==> config.mk <==
export PLATFORM = sky130hd
export DESIGN_NAME = lpip_front
export DESIGN_NICKNAME = d
export VERILOG_FILES = /design/src/hw/rtl/lpip_pkg.sv /design/src/hw/rtl/lpip_front.sv
export SDC_FILE = /design/constraint.sdc
export NUM_CORES = 2
export LEC_CHECK = 0
export ABC_AREA = 1
export BUFFER_PORTS_ARGS = -buffer_cell sky130_fd_sc_hd__buf_2
export CORE_MARGIN = 1
export CORE_UTILIZATION = 44
export DETAILED_ROUTE_END_ITERATION = 16
export PLACE_DENSITY = 0.61
export SYNTH_ARGS = -nofsm -noshare
export SYNTH_HDL_FRONTEND = slang
export SYNTH_SLANG_ARGS = --single-unit
==> constraint.sdc <==
create_clock -name aclk -period 7.8 [get_ports aclk]
set_input_delay 1.56 -clock aclk [delete_from_list [all_inputs] [get_ports aclk]]
set_output_delay 1.56 -clock aclk [all_outputs]
set_load 0.005 [all_outputs]
==> src/hw/rtl/lpip_pkg.sv <==
// Shared constants and types for the lidar point image projection block.
// No dependencies.
package lpip_pkg;

    localparam int POINT_WIDTH_DEFAULT = 16;
    localparam int LIM_W   = 15;
    localparam int PIX_W   = 12;
    localparam int QUOT_W  = 12;
    localparam int COEF_W  = 26;
    localparam int OFF_W   = 34;
    // sum width is point width plus this
    localparam int SUM_EXTRA = COEF_W + 2;

    // Configuration register indexes
    localparam int CFG_IDX_W = 2;
    localparam logic [CFG_IDX_W-1:0] CFG_LATERAL_LIMIT = 2'd0;
    localparam logic [CFG_IDX_W-1:0] CFG_IMAGE_WIDTH   = 2'd1;
    localparam logic [CFG_IDX_W-1:0] CFG_IMAGE_HEIGHT  = 2'd2;

    localparam logic [LIM_W-1:0] LATERAL_LIMIT_RST = 15'd1280;
    localparam logic [PIX_W-1:0] IMAGE_WIDTH_RST   = 12'd640;
    localparam logic [PIX_W-1:0] IMAGE_HEIGHT_RST  = 12'd480;

    // Projection matrix, Q16.16 (z column unused)
    localparam logic signed [COEF_W-1:0] M00 = -26'sd22595182;
    localparam logic signed [COEF_W-1:0] M01 =  26'sd21436876;
    localparam logic signed [COEF_W-1:0] M10 = -26'sd16532043;
    localparam logic signed [COEF_W-1:0] M11 = -26'sd1512313;
    localparam logic signed [COEF_W-1:0] M20 = -26'sd65391;
    localparam logic signed [COEF_W-1:0] M21 = -26'sd4108;

    // Translation column times the homogeneous one (256 in Q8.8)
    localparam logic signed [OFF_W-1:0] OFF_X = 34'sd157138432;
    localparam logic signed [OFF_W-1:0] OFF_Y = 34'sd619334912;
    localparam logic signed [OFF_W-1:0] OFF_Z = 34'sd834304;

    typedef struct packed {
        logic ok;
        logic neg_u;
        logic neg_v;
    } lpip_flags_t;

endpackage

==> src/hw/rtl/lpip_front.sv <==
// Window test, matrix products and homogeneous sums (three stages).
// Depends on lpip_pkg.
module lpip_front #(
    parameter int POINT_WIDTH = lpip_pkg::POINT_WIDTH_DEFAULT
) (
    input  logic                                          aclk,
    input  logic                                          aresetn,
    input  logic                                          in_valid,
    output logic                                          in_ready,
    input  logic signed [POINT_WIDTH-1:0]                 point_x,
    input  logic signed [POINT_WIDTH-1:0]                 point_y,
    input  logic [lpip_pkg::LIM_W-1:0]                    lateral_limit,
    output logic                                          out_valid,
    input  logic                                          out_ready,
    output logic                                          out_keep,
    output logic signed [POINT_WIDTH+lpip_pkg::SUM_EXTRA-1:0] out_sx,
    output logic signed [POINT_WIDTH+lpip_pkg::SUM_EXTRA-1:0] out_sy,
    output logic signed [POINT_WIDTH+lpip_pkg::SUM_EXTRA-1:0] out_sz
);
    import lpip_pkg::*;

    localparam int CMP_W  = POINT_WIDTH + LIM_W + 2;
    localparam int PROD_W = POINT_WIDTH + COEF_W;
    localparam int SUM_W  = POINT_WIDTH + SUM_EXTRA;

    logic a_valid_reg, b_valid_reg, c_valid_reg;
    logic a_keep_reg, b_keep_reg, c_keep_reg;
    logic a_rdy, b_rdy, c_rdy;
    logic signed [POINT_WIDTH-1:0] a_x_reg, a_y_reg;
    logic signed [PROD_W-1:0] b_p00_reg, b_p01_reg, b_p10_reg, b_p11_reg, b_p20_reg, b_p21_reg;
    logic signed [SUM_W-1:0] c_sx_reg, c_sy_reg, c_sz_reg;
    logic signed [CMP_W-1:0] y_ext, lim_ext;
    logic keep_next;

    // Stage readiness: a stage moves when empty or when its successor moves
    assign c_rdy    = !c_valid_reg || out_ready;
    assign b_rdy    = !b_valid_reg || c_rdy;
    assign a_rdy    = !a_valid_reg || b_rdy;
    assign in_ready = a_rdy;

    // Window: x negative and y strictly inside the lateral limit
    assign y_ext     = CMP_W'(point_y);
    assign lim_ext   = $signed(CMP_W'(lateral_limit));
    assign keep_next = (y_ext > -lim_ext) && (y_ext < lim_ext) && point_x[POINT_WIDTH-1];

    always_ff @(posedge aclk) begin
        if (!aresetn) begin
            a_valid_reg <= 1'b0;
            b_valid_reg <= 1'b0;
            c_valid_reg <= 1'b0;
        end else begin
            if (a_rdy) a_valid_reg <= in_valid;
            if (b_rdy) b_valid_reg <= a_valid_reg;
            if (c_rdy) c_valid_reg <= b_valid_reg;
        end
    end

    // Stage A: capture point and window result
    always_ff @(posedge aclk) begin
        if (a_rdy && in_valid) begin
            a_x_reg    <= point_x;
            a_y_reg    <= point_y;
            a_keep_reg <= keep_next;
        end
    end

    // Stage B: six products
    always_ff @(posedge aclk) begin
        if (b_rdy && a_valid_reg) begin
            b_keep_reg <= a_keep_reg;
            b_p00_reg  <= PROD_W'(M00) * PROD_W'(a_x_reg);
            b_p01_reg  <= PROD_W'(M01) * PROD_W'(a_y_reg);
            b_p10_reg  <= PROD_W'(M10) * PROD_W'(a_x_reg);
            b_p11_reg  <= PROD_W'(M11) * PROD_W'(a_y_reg);
            b_p20_reg  <= PROD_W'(M20) * PROD_W'(a_x_reg);
            b_p21_reg  <= PROD_W'(M21) * PROD_W'(a_y_reg);
        end
    end

    // Stage C: homogeneous sums
    always_ff @(posedge aclk) begin
        if (c_rdy && b_valid_reg) begin
            c_keep_reg <= b_keep_reg;
            c_sx_reg   <= SUM_W'(b_p00_reg) + SUM_W'(b_p01_reg) + SUM_W'(OFF_X);
            c_sy_reg   <= SUM_W'(b_p10_reg) + SUM_W'(b_p11_reg) + SUM_W'(OFF_Y);
            c_sz_reg   <= SUM_W'(b_p20_reg) + SUM_W'(b_p21_reg) + SUM_W'(OFF_Z);
        end
    end

    assign out_valid = c_valid_reg;
    assign out_keep  = c_keep_reg;
    assign out_sx    = c_sx_reg;
    assign out_sy    = c_sy_reg;
    assign out_sz    = c_sz_reg;

endmodule

* Word level (Yosys, flattened, before mapping)
Index checks and enable logic that the tools add are counted.
W data, S select, Z words.
** Operators by class
- Multipliers :: 6
- Reductions and logical operators :: 11
- Order comparisons :: 2
- Add/sub/neg operators :: 7
** Operators with widths (number)
- $mul A25 B16 Y41 const A :: 2
- $add A43 B29 Y44 const B :: 1
- $add A42 B31 Y43 const B :: 1
- $add A42 B42 Y43 :: 1
- $add A41 B38 Y42 :: 1
- $mul A24 B16 Y40 const A :: 1
- $mul A22 B16 Y38 const A :: 1
- $add A34 B21 Y35 const B :: 1
- $add A33 B30 Y34 :: 1
- $gt A16 B33 Y1 :: 1
- $mul A17 B16 Y33 const A :: 1
- $neg A15 Y33 :: 1
- $mul A12 B16 Y28 const A :: 1
- $lt A16 B16 Y1 :: 1
- $logic_and A1 B1 Y1 :: 5
- $logic_not A1 Y1 :: 3
- $logic_or A1 B1 Y1 :: 3
** Storage, ports and cells
- Logic and storage cells :: 43
- Register bits after elaboration :: 391
- Bits of input ports :: 51
- Output and inout port bits :: 135

* Logic depth before layout (Yosys ltp)
- Word-level depth :: 5
- Gate-level depth with buffers :: 27
- Gate-level depth less buffers :: 26

* Worst setup path before layout
OpenSTA, ideal clock, no wires.
- Path type :: input-to-reg
- Start point :: input out_ready
- End point :: register c_keep_reg, in the netlist out_keep, enable pin
- Setup time :: 0.641 ns
- Path slack :: -0.238 ns
- Data required time :: 7.159 ns
- Arrival time :: 7.397 ns
- Cell stages on the path :: 2
- Path buffers :: 0
- Path through :: inv_1 > a21oi_1
** Between the ends
- Cells in the longest elaborated chain, start to end :: 2
** Ends and longest elaborated chain
- start, declared :: line lpip_front.sv:14 : input logic out_ready,
- $logic_or A1 B1 Y1 :: line lpip_front.sv:36 : assign c_rdy = !c_valid_reg || out_ready;
- $logic_and A1 B1 Y1 :: line lpip_front.sv:82 : if (c_rdy && b_valid_reg) begin
- end signal, assigned :: line lpip_front.sv:83 : c_keep_reg <= b_keep_reg;
- end, declared :: line lpip_front.sv:27 : logic a_keep_reg, b_keep_reg, c_keep_reg;
No other way between the ends.
A chain may end at the register's enable or synchronous reset.

* Worst setup path in the final report
- Start point :: register a_x_reg[1]
- End point :: register b_p00_reg[39] (data pin)
** Between the ends
- Cells in the longest elaborated chain, start to end :: 1
** Ends and longest elaborated chain
- start, declared :: line lpip_front.sv:29 : logic signed [POINT_WIDTH-1:0] a_x_reg, a_y_reg;
- start signal, assigned :: line lpip_front.sv:61 : a_x_reg <= point_x;
- $mul A25 B16 Y41 :: line lpip_front.sv:71 : b_p00_reg <= PROD_W'(M00) * PROD_W'(a_x_reg);
- end signal, assigned :: line lpip_front.sv:71
- end, declared :: line lpip_front.sv:30 : logic signed [PROD_W-1:0] b_p00_reg, b_p01_reg, b_p10_reg, b_p11_reg, b_p20_reg, b_p21_reg;
No other way between the ends.

==> key figures <==
Outcome
  • Outcome: finished, final reports clean

Clock tree
  • Clock network latency to the later pin of the worst-skew pair: ~0.66 ns
  • Clk buf depth: 3
  • Root buffer cell: clkbuf_16
  • Clock input transition at the sequential cells of the worst setup and hold paths: ~0.07 ns
  • H-tree level count: 2
  • Clk sinks: approximately 370
  • Hold-fix buffers at CTS: 0
  • PostCTS Resize Cnt: 0
  • Post-CTS Repair Setup Buffers: 0
  • Total clock buffers created by CTS: 49
  • Clock tree from TritonCTS: yes

Floorplan
  • Area of the core: 136000 um^2
  • Vertical die dimension: 372.8 um
  • Number of rows in the core area: about 140
  • Die area: about 140000 um^2
  • Num ports: 186
  • Die Wd: roughly 370 um
  • Starting Density: between 40% and 50%

Global route
  • Number of antenna violations at the first check in global routing: 7
  • Global-route usage over all layers: between 20 and 30%
  • Global-route congestion overflow total: 0
  • Global-route wire length before repair: roughly 300000 um
  • Vias in the first global route: ~50000
  • Pin count of the biggest net entering global routing: between 100 and 150

Synth
  • Number of standard cells after synthesis: 6967
  • Library cells used by synthesis: 51
  • Number of flip-flops and latches in the synthesized netlist: ~370
  • Dominant synthesized flop cell: edfxtp_1
  • Number of warning messages in the yosys log: 0
  • Sequential cell area fraction in the yosys report: ~18%
  • Share of flip-flops with an asynchronous set or reset: 0%
  • Mean instance size in the synthesized netlist: approximately 8.7 um^2
  • Post-synth EDFFs: 368
  • Cell area after synthesis: approximately 60000 um^2
  • Number of nets produced by synthesis: 8729

Flow run
  • Max cap viols: 0

Routing
  • Post-detailed-routing wire length: 196600 um
  • Antenna-violating nets left: 0
  • Number of remaining DRC errors: 0
  • Iteration-0 DRC Markers: about 3600
  • Router iterations before antenna repair: 8
  • Average detailed-routed wire length per instance: ~22 um
  • Via density per instance: between 5 and 6
  • Vias after detailed routing: approximately 47000

Placement
  • Global placer's final weighted congestion: between 1 and 1.5
  • IO Port Bufs: 184
  • HPWL after detailed placement: ~170000 um

STA
  • Slew of the pin with the lowest slew margin: 1.031 ns
  • # setup viols final: 0
  • Peak clock frequency supported by timing: 144.5 MHz
  • Skew final: around 0.03 ns
  • Number of max-slew violations in the final report: 0
  • Final hold vios: 0
  • Sum of negative setup slack: 0 ns
  • Clock period minus final worst setup slack: 6.922 ns
  • Unrepaired setup endpoints after global routing: false
  • Post-route clock period utilization: about nine tenths
  • Worst rel slew slack: between 30% and 40%

Worst setup path
  • Highest net fanout along the worst path: 9
  • Worst setup SP type: flop
  • Category of the worst setup path capture point: flop
  • Critical path class: reg2reg
  • Endpoint required time on the critical path: 8.21 ns
  • Critical path data arrival time: between 7 and 8 ns

Layout
  • Filler instances: around 13000
  • Count of antenna diodes in the layout: 0
  • Most used cells in the layout excluding fill and tap cells: inv_1, ha_1, nand2_1
  • Area Overhead vs Synth: 8.214%
  • Fraction of layout instances using a drive strength above 1: 6.126%
  • Commonest non-fill, non-tap cell in the layout: inv_1
  • Number of nets at the end of the flow: 8985

Hold path
  • Path class of the lowest-slack min-delay path: reg2reg
critical path: stages, from the launching register on:
cell	delay, ns
edfxtp_1	0.33
buf_4	0.20
inv_1	0.15
fa_1	0.74
inv_1	0.33
fa_1	0.85
inv_1	0.26
fa_1	0.55
inv_1	0.05
fa_1	0.47
fa_1	0.56
inv_1	0.06
fa_1	0.57
inv_1	0.05
ha_1	0.47
nand2_1	0.11
nor2_1	0.10
inv_1	0.08
nor4_1	0.38
nand3_1	0.16
nand4_1	0.12
nand2_1	0.06
path summary, 6_finish.rpt:
check	slack (ns)	depth (start not counted)	endpoint	startpoint
worst min register to register	0.45	0	out_keep$_DFFE_PP_	b_keep_reg$_DFFE_PP_
worst min-delay path	0.45	0	out_keep$_DFFE_PP_	b_keep_reg$_DFFE_PP_
worst max register to register	0.88	21	b_p00_reg[39]$_DFFE_PP_	a_x_reg[1]$_DFFE_PP_
worst max-delay path	0.88	21	b_p00_reg[39]$_DFFE_PP_	a_x_reg[1]$_DFFE_PP_
cells in the mapped netlist, types with 34 or more instances:
library cell	count	area [um^2]
edfxtp_1	368	11050
xnor2_1	64	560.5
nand4_1	75	469.2
a31oi_1	34	212.7
o21bai_1	45	337.8
nor3_1	60	300.3
nand2_1	963	3615
nand3_1	221	1106
a21o_1	42	315.3
ha_1	966	12090
nor2_1	520	1952
xor2_1	218	1909
inv_1	1792	6726
fa_1	745	14910
a21oi_1	378	1892
o21ai_0	214	1071
cell families (layout without fill, tap and decap cells):
family / count (synthesis) / in the layout / share of synthesized area (%)
buffers and inverters: 1816 / 2113 / 11.35
adder cells (fa/ha/maj): 1711 / 1711 / 44.64
XOR/XNOR: 282 / 282 / 4.083
other: 1 / 1 / 0.006199
flip-flops: 371 / 371 / 18.37
AO/OA/AOI/OAI: 806 / 806 / 7.465
AND/OR/NAND/NOR: 1980 / 1980 / 14.09
metal layers:
metal | part of all wire, % | vias up | wire (um) | global-route usage (%)
met4 | 3.7 | 8 | 7314 | 9.169
met3 | 6.9 | 323 | 13500 | 4.502
met2 | 46 | 1616 | 90540 | 46.81
met1 | 43 | 23039 | 85170 | 38.15
met5 | 0.031 | - | 60 | 0
li1 | - | 22455 | - | -
per-stage QoR:
| stage | hold slack (ns) | std cells | utilization (%) | instance area (um^2) | worst slack (ns) |
|---|---|---|---|---|---|
| after detailed placement | 0.4074 | 8953 | 46.95 | 63850 | 1.035 |
| after floorplan | 0.4003 | 6967 | - | 60490 | 1.274 |
| after global routing | 0.4668 | 9045 | 48.14 | 65460 | 0.4822 |
| after global placement | 0.4083 | 8953 | 46.95 | 63850 | 1.100 |
| final | 0.4460 | 9045 | 48.14 | 65460 | 0.8775 |
| after CTS | 0.4509 | 9045 | 48.14 | 65460 | 1.010 |
layout make-up:
class                           instances  area [um^2]  share of cell area (%)
Timing Repair Buffer                  222         1219                   1.862
Multi-Input combinational cell       4780        42530                   64.97
Clock buffer                           56         1252                   1.913
Clock inverter                         36        361.6                  0.5524
Sequential cell                       371        11110                   16.97
Tap cell                             1781         2228                   3.404
Inverter                             1799         6760                   10.33
Power is not shown: default switching activity piles up to over one toggle a cycle in this logic, so the estimate is an artifact.
