`config.mk`:
```
export PLATFORM = sky130hd
export DESIGN_NAME = lpip_div
export DESIGN_NICKNAME = d
export VERILOG_FILES = /design/src/hw/rtl/lpip_pkg.sv /design/src/hw/rtl/lpip_div.sv
export SDC_FILE = /design/constraint.sdc
export NUM_CORES = 2
export LEC_CHECK = 0
export BUFFER_PORTS_ARGS = -buffer_cell sky130_fd_sc_hd__buf_2
export CORE_ASPECT_RATIO = 0.75
export CORE_MARGIN = 1.5
export CORE_UTILIZATION = 30
export CTS_BUF_LIST = sky130_fd_sc_hd__clkbuf_8
export DETAILED_ROUTE_END_ITERATION = 8
export PLACE_DENSITY = 0.45
export RECOVER_POWER = 25
export SYNTH_ARGS = -nofsm -noshare
export SYNTH_HDL_FRONTEND = slang
export SYNTH_SLANG_ARGS = --single-unit
```
`constraint.sdc`:
```
create_clock -name aclk -period 24.9 [get_ports aclk]
set_input_delay 2.49 -clock aclk [delete_from_list [all_inputs] [get_ports aclk]]
set_output_delay 2.49 -clock aclk [all_outputs]
set_load 0.05 [all_outputs]
```
`src/hw/rtl/lpip_pkg.sv`:
```
// Shared constants and types for the lidar point image projection block.
// No dependencies.
package lpip_pkg;

    localparam int POINT_WIDTH_DEFAULT = 16;
    localparam int LIM_W   = 15;
    localparam int PIX_W   = 12;
    localparam int QUOT_W  = 12;
    localparam int COEF_W  = 26;
    localparam int OFF_W   = 34;
    // sum width is point width plus this
    localparam int SUM_EXTRA = COEF_W + 2;

    // Configuration register indexes
    localparam int CFG_IDX_W = 2;
    localparam logic [CFG_IDX_W-1:0] CFG_LATERAL_LIMIT = 2'd0;
    localparam logic [CFG_IDX_W-1:0] CFG_IMAGE_WIDTH   = 2'd1;
    localparam logic [CFG_IDX_W-1:0] CFG_IMAGE_HEIGHT  = 2'd2;

    localparam logic [LIM_W-1:0] LATERAL_LIMIT_RST = 15'd1280;
    localparam logic [PIX_W-1:0] IMAGE_WIDTH_RST   = 12'd640;
    localparam logic [PIX_W-1:0] IMAGE_HEIGHT_RST  = 12'd480;

    // Projection matrix, Q16.16 (z column unused)
    localparam logic signed [COEF_W-1:0] M00 = -26'sd22595182;
    localparam logic signed [COEF_W-1:0] M01 =  26'sd21436876;
    localparam logic signed [COEF_W-1:0] M10 = -26'sd16532043;
    localparam logic signed [COEF_W-1:0] M11 = -26'sd1512313;
    localparam logic signed [COEF_W-1:0] M20 = -26'sd65391;
    localparam logic signed [COEF_W-1:0] M21 = -26'sd4108;

    // Translation column times the homogeneous one (256 in Q8.8)
    localparam logic signed [OFF_W-1:0] OFF_X = 34'sd157138432;
    localparam logic signed [OFF_W-1:0] OFF_Y = 34'sd619334912;
    localparam logic signed [OFF_W-1:0] OFF_Z = 34'sd834304;

    typedef struct packed {
        logic ok;
        logic neg_u;
        logic neg_v;
    } lpip_flags_t;

endpackage

```
`src/hw/rtl/lpip_div.sv`:
```
// Pipelined restoring divider: one quotient bit of u and v per stage.
// Depends on lpip_pkg.
module lpip_div #(
    parameter int POINT_WIDTH = lpip_pkg::POINT_WIDTH_DEFAULT
) (
    input  logic                                          aclk,
    input  logic                                          aresetn,
    input  logic                                          in_valid,
    output logic                                          in_ready,
    input  logic                                          in_keep,
    input  logic signed [POINT_WIDTH+lpip_pkg::SUM_EXTRA-1:0] in_sx,
    input  logic signed [POINT_WIDTH+lpip_pkg::SUM_EXTRA-1:0] in_sy,
    input  logic signed [POINT_WIDTH+lpip_pkg::SUM_EXTRA-1:0] in_sz,
    output logic                                          out_valid,
    input  logic                                          out_ready,
    output lpip_pkg::lpip_flags_t                         out_flags,
    output logic [lpip_pkg::QUOT_W-1:0]                   out_qu,
    output logic [lpip_pkg::QUOT_W-1:0]                   out_qv
);
    import lpip_pkg::*;

    localparam int SUM_W = POINT_WIDTH + SUM_EXTRA;
    localparam int EXT_W = SUM_W + QUOT_W;
    localparam int NST   = QUOT_W;

    logic [NST:0]        v_reg;
    logic [NST+1:0]      rdy;
    lpip_flags_t         flg_reg [0:NST];
    logic [SUM_W-1:0]    ru_reg  [0:NST];
    logic [SUM_W-1:0]    rv_reg  [0:NST];
    logic [SUM_W-1:0]    d_reg   [0:NST];
    logic [QUOT_W-1:0]   qu_reg  [0:NST];
    logic [QUOT_W-1:0]   qv_reg  [0:NST];

    logic [SUM_W-1:0]    mag_x, mag_y, mag_z;
    logic [EXT_W-1:0]    lim_z;
    lpip_flags_t         flg_next;

    // Ready chain from the output back to the input
    assign rdy[NST+1] = out_ready;
    for (genvar j = 0; j <= NST; j++) begin : g_rdy
        assign rdy[j] = !v_reg[j] || rdy[j+1];
    end
    assign in_ready = rdy[0];

    // Magnitudes; a quotient of 4096 or more can never land in the image
    assign mag_x = in_sx[SUM_W-1] ? SUM_W'(-in_sx) : SUM_W'(in_sx);
    assign mag_y = in_sy[SUM_W-1] ? SUM_W'(-in_sy) : SUM_W'(in_sy);
    assign mag_z = in_sz[SUM_W-1] ? SUM_W'(-in_sz) : SUM_W'(in_sz);
    assign lim_z = EXT_W'(mag_z) << QUOT_W;

    always_comb begin
        flg_next.ok    = in_keep && (in_sz != '0)
                       && (EXT_W'(mag_x) < lim_z) && (EXT_W'(mag_y) < lim_z);
        flg_next.neg_u = in_sx[SUM_W-1] ^ in_sz[SUM_W-1];
        flg_next.neg_v = in_sy[SUM_W-1] ^ in_sz[SUM_W-1];
    end

    // Prep stage
    always_ff @(posedge aclk) begin
        if (!aresetn) begin
            v_reg[0] <= 1'b0;
        end else if (rdy[0]) begin
            v_reg[0] <= in_valid;
        end
    end

    always_ff @(posedge aclk) begin
        if (rdy[0] && in_valid) begin
            flg_reg[0] <= flg_next;
            ru_reg[0]  <= mag_x;
            rv_reg[0]  <= mag_y;
            d_reg[0]   <= mag_z;
            qu_reg[0]  <= '0;
            qv_reg[0]  <= '0;
        end
    end

    // Quotient stages, most significant bit first
    for (genvar j = 1; j <= NST; j++) begin : g_stage
        localparam int SH = QUOT_W - j;
        logic [EXT_W-1:0]  dsh, ru_ext, rv_ext;
        logic              take_u, take_v;
        logic [QUOT_W-1:0] bit_mask;

        assign dsh      = EXT_W'(d_reg[j-1]) << SH;
        assign ru_ext   = EXT_W'(ru_reg[j-1]);
        assign rv_ext   = EXT_W'(rv_reg[j-1]);
        assign take_u   = ru_ext >= dsh;
        assign take_v   = rv_ext >= dsh;
        assign bit_mask = QUOT_W'(1) << SH;

        always_ff @(posedge aclk) begin
            if (!aresetn) begin
                v_reg[j] <= 1'b0;
            end else if (rdy[j]) begin
                v_reg[j] <= v_reg[j-1];
            end
        end

        always_ff @(posedge aclk) begin
            if (rdy[j] && v_reg[j-1]) begin
                flg_reg[j] <= flg_reg[j-1];
                d_reg[j]   <= d_reg[j-1];
                ru_reg[j]  <= take_u ? SUM_W'(ru_ext - dsh) : ru_reg[j-1];
                rv_reg[j]  <= take_v ? SUM_W'(rv_ext - dsh) : rv_reg[j-1];
                qu_reg[j]  <= take_u ? (qu_reg[j-1] | bit_mask) : qu_reg[j-1];
                qv_reg[j]  <= take_v ? (qv_reg[j-1] | bit_mask) : qv_reg[j-1];
            end
        end
    end

    assign out_valid = v_reg[NST];
    assign out_flags = flg_reg[NST];
    assign out_qu    = qu_reg[NST];
    assign out_qv    = qv_reg[NST];

endmodule

```
Word-level counts from Yosys, hierarchy flattened. Memories as Yosys holds them, arrays and structs flattened. Cells that the tools add are included.

Flip-flop bits (word level): 13. Bits in writable memories: 2067. Input bits: 137. Logic and storage cells: 194. Memories: 6.

Add/subtract/negate cells: 27. Magnitude comparators: 26. Muxes and demuxes: 77. Bitwise logic cells: 2. Reductions and logical operators: 43.

Memories: d_reg (words 13, bits a word 44, rd ports 12, clocked after memory_dff 0, wr ports 13, line lpip_div.sv:31) `logic [SUM_W-1:0] d_reg [0:NST];`; ru_reg (words 13, bits a word 44, rd ports 12, clocked after memory_dff 0, wr ports 13, line lpip_div.sv:29) `logic [SUM_W-1:0] ru_reg [0:NST];`; rv_reg (words 13, bits a word 44, rd ports 12, clocked after memory_dff 0, wr ports 13, line lpip_div.sv:30) `logic [SUM_W-1:0] rv_reg [0:NST];`; qu_reg (words 13, bits a word 12, rd ports 13, clocked after memory_dff 0, wr ports 13, line lpip_div.sv:32) `logic [QUOT_W-1:0] qu_reg [0:NST];`; qv_reg (words 13, bits a word 12, rd ports 13, clocked after memory_dff 0, wr ports 13, line lpip_div.sv:33) `logic [QUOT_W-1:0] qv_reg [0:NST];`; flg_reg (words 13, bits a word 3, rd ports 13, clocked after memory_dff 0, wr ports 13, line lpip_div.sv:28) `lpip_flags_t flg_reg [0:NST];`.

Operators with widths (count): $mux 44 (27); $sub 44x44->44 (24); $neg 44->44 (3); $lt 44x56->1 (2); $ge 44x55->1 (2); $ge 44x54->1 (2); $ge 44x53->1 (2); $ge 44x52->1 (2); $ge 44x51->1 (2); $ge 44x50->1 (2); $ge 44x49->1 (2); $ge 44x48->1 (2); $ge 44x47->1 (2); $ge 44x46->1 (2); $ge 44x45->1 (2); $ge 44x44->1 (2); $reduce_bool 44->1 (1); $mux 1 (28); $mux 12 (2); $mux 11 (2); $mux 10 (2); $mux 9 (2); $logic_and 1x1->1 (16); $mux 8 (2); 9 further kinds (40).

Longest topological paths before layout.
Word-level depth: 17. Depth in mapped cells: 21. Mapped depth without buffers: 21.

Least setup slack after synthesis. Ideal clock, no wire load.

Kind: input to register. Start point: input port out_ready. End point: memory d_reg[2][0] in the netlist's numbering, enable pin. Library setup time: 0.893 ns. Arrival: 13.838 ns. Setup slack: 10.169 ns. Stages: 4. Cell sequence: nor2b_1 -> and3_1 -> and2_1 -> a21boi_0.

RTL lines: from (decl) (line lpip_div.sv:15) `input logic out_ready,`; to (decl) (line lpip_div.sv:31).

==> run metrics <==
status finished with violations; violated checks DRC, capacitance limit, slew limit; TritonCTS clock tree done; proportion of layout cells with a drive suffix above 1 0.102; largest net degree at the start of global routing 132; Worst Max-Slew Pin Slew 3.10 ns; FF+latch count, synth 1792; Synth Area in Simple Gates 0.105; clk buf depth 4; setup repair bufs after CTS 0; Pwr Density 52.5 mW/mm^2; multiplexer share of the synthesized area 0.0355; Synth Net Count 11550; first-pass GRT wire length 540000 um; Yosys warnings 0; Die H 533 um; number of synthesized flops with an enable pin 1779; final total power 6.59 mW; Worst Hold Class reg -> reg; Compound-Gate Fraction of Synth Area 0.167; Hold Fails Final Rpt 0; Port Buf Inserts 165; number of global-route vias before repair 76835; critical path's slowest cell a2111oi_0; Reg2Reg Depth 15; Distinct cells, synth 89; CP max stage delay 0.60 ns; max-cap violation count 7; Post-Synth Adder-Cell Area 0.114; post-CTS sizing 0; clock sink count 1792; Main synth FF type edfxtp_1; Worst-Skew Late Latency 1.14 ns; Post-DRT Antenna Nets 0; FP Rows 194; core outline area 0.372 sq mm; hpwl dp 307000 um; via count 82837; most frequent cell after synthesis edfxtp_1; period utilization 0.334; post-synthesis average cell area 10.8 sq um; initial antenna violation count 27; asr flop ratio synth 0; maximum vdd drop 0.0456 mV; drt initial violations 9111; Cell Chain, Critical Path buf_2 > or4_4 > or3_4 > or3_1 > or4_4 > inv_1 > nand2_1 > or4_4 > nor3_1 > nand2_1 > o41ai_1 > xnor2_1 > ha_1 > nand4_1 > nor3_1 > a2111oi_0 > o211ai_1 > a211oi_1 > a311oi_1 > or3_1 > a41oi_1; hold endpoint d_reg[2][159]; met3 Track Usage GR 0.0818; hold_sp d_reg[2][115]; CTS HTree Levels 5; Post-Syn Instances 10402; post-DR vias/cell 5.18; post-synthesis xor/xnor area fraction 0.0661; main combinational cell family by area after synthesis compound AO/OA/AOI/OAI gates; fillers 37655; GR met1 Demand/Resource 0.314; Slew Limit Fails 233; worst-path maximum fanout 6; Setup-failing EPs final 0; Ports 166; DR WL/cell 23.6 um; WP data required 25.83 ns; main area contributors after synthesis edfxtp_1, ha_1, xnor2_1; Synth area leader edfxtp_1; clk slew on worst S/H paths 0.06 ns; reg-to-reg endpoint rv_reg[0][55]; initial core utilization 0.301; area share of the largest cell type after synthesis 0.476; drt first pass iters 9; CP Launch Point in_sy[6]; hold-critical path depth 0; critical path type in -> reg; r2r startpoint d_reg[0][0]; clock buffer count from CTS 327; leakage 50.4 nW; GR Overflow Total 0; Slew headroom -1.07; CTS root buf clkbuf_8; DIE WIDTH 709 um; total length of routed wires 377000 um; busiest layer in global routing met1; Die ar. 0.378 sq mm; # DRC 14; synth cell count leaders edfxtp_1, ha_1, nand2_1, o21ai_0, a21oi_1; Worst R2R Setup Slack 18.31 ns; sequential area share after synthesis 0.479; Worst setup SP type input port; Fmax achieved 0.120 GHz; RSZ-0062 raised after global routing false; hold_buf cts 0; cell mode on critical path or4_4; clk_skew 0.166 ns; fin crit period 8.31 ns; net count reported at finish 11868; post-synthesis instance area 0.112 sq mm; Crit. End Element flop; setup TNS 0 ns; M2 GR Usage 0.228; CP arrival 9.24 ns; Tot GR Track Use 0.194; Area growth syn-to-layout 11.8%; routability cong. 0.940
-- routing by layer --
metal	up-vias	wire length, um
met2	2819	128000
met5	-	608
met1	40129	197000
met3	427	45800
li1	39438	-
met4	24	6090
-- layout make-up --
cell class / instances / area (sq um) / share of cell area
diodes: 25 / 62.6 / 0.000499
clock buffers: 335 / 4610 / 0.0368
clock inverters: 240 / 1580 / 0.0126
inverters: 733 / 2750 / 0.0219
multi-input cells: 7622 / 55100 / 0.439
flip-flops and latches: 1792 / 53700 / 0.428
well taps: 4998 / 6250 / 0.0498
repair buffers: 244 / 1430 / 0.0114
-- how the worst max path moves through the flow --
stage	end	slack, ns	depth (start not counted)
floorplan	d_reg[2][0]	10.17	4
global placement	flg_reg[0][2]	15.62	21
detailed placement	flg_reg[0][2]	15.63	21
CTS	flg_reg[0][2]	16.82	21
global route	flg_reg[0][2]	16.39	21
finish	flg_reg[0][2]	16.59	21
-- critical path: cells and delay by family --
| family | cells | cell delay [ns] |
|---|---|---|
| xor+xnor | 1 | 0.22 |
| buf+inv | 2 | 0.22 |
| simple gates | 11 | 3.67 |
| compound gates | 6 | 2.28 |
| fa+ha+maj | 1 | 0.30 |
-- per-stage QoR --
step | area, sq um | util | cells | hold slack, ns | worst slack [ns]
5_1_grt | 125000 | 0.337 | 15977 | 0.399 | 16.39
2_1_floorplan | 112000 | - | 10402 | 0.400 | 10.17
3_3_place_gp | 119000 | 0.320 | 15389 | 0.403 | 15.62
4_1_cts | 125000 | 0.337 | 15964 | 0.397 | 16.82
6_report | 125000 | 0.337 | 15989 | 0.377 | 16.59
3_5_place_dp | 119000 | 0.320 | 15389 | 0.405 | 15.63
-- kinds of logic after synthesis --
family	after synthesis
AND/OR/NAND/NOR	2406
adder cells (fa/ha/maj)	1011
flip-flops	1792
AO/OA/AOI/OAI	3003
multiplexers	356
XOR/XNOR	846
buffers and inverters	988
-- power by group --
group | switching, mW | leakage [nW] | internal (mW)
Sequential | 0.0447 | 16.4 | 3.33
Combinational | 0.262 | 30.5 | 0.153
Clock | 1.35 | 3.43 | 1.45
Total | 1.66 | 50.4 | 4.93
-- cell usage in the layout (no fill, tap or decap), types with 42 or more instances in the layout --
cell      synthesis  routed
clkbuf_8          0     335
nor3_1          115     109
nor2_1          403     402
xor2_1          323     323
clkinv_1          0      77
xnor2_1         523     523
o21ai_0         895     893
buf_4             4      71
nand2_1         903     902
o21bai_1        110     108
and3_1           83      83
a211oi_1         70      70
edfxtp_1       1779    1779
nand3_1         148     148
a21o_1          535     535
buf_2            32     161
clkinv_2          0      44
a21oi_1         751     750
nor4_1           54      49
nor2b_1         159     151
ha_1            989     989
o31ai_1         103     102
inv_1           733     810
a31oi_1          75      74
mux2_2          334     334
o211ai_1         42      42
nand4_1         164     164
o21a_1           98      96
nand2b_1        154     154
Note: power is estimated with default switching activity, not from simulation.
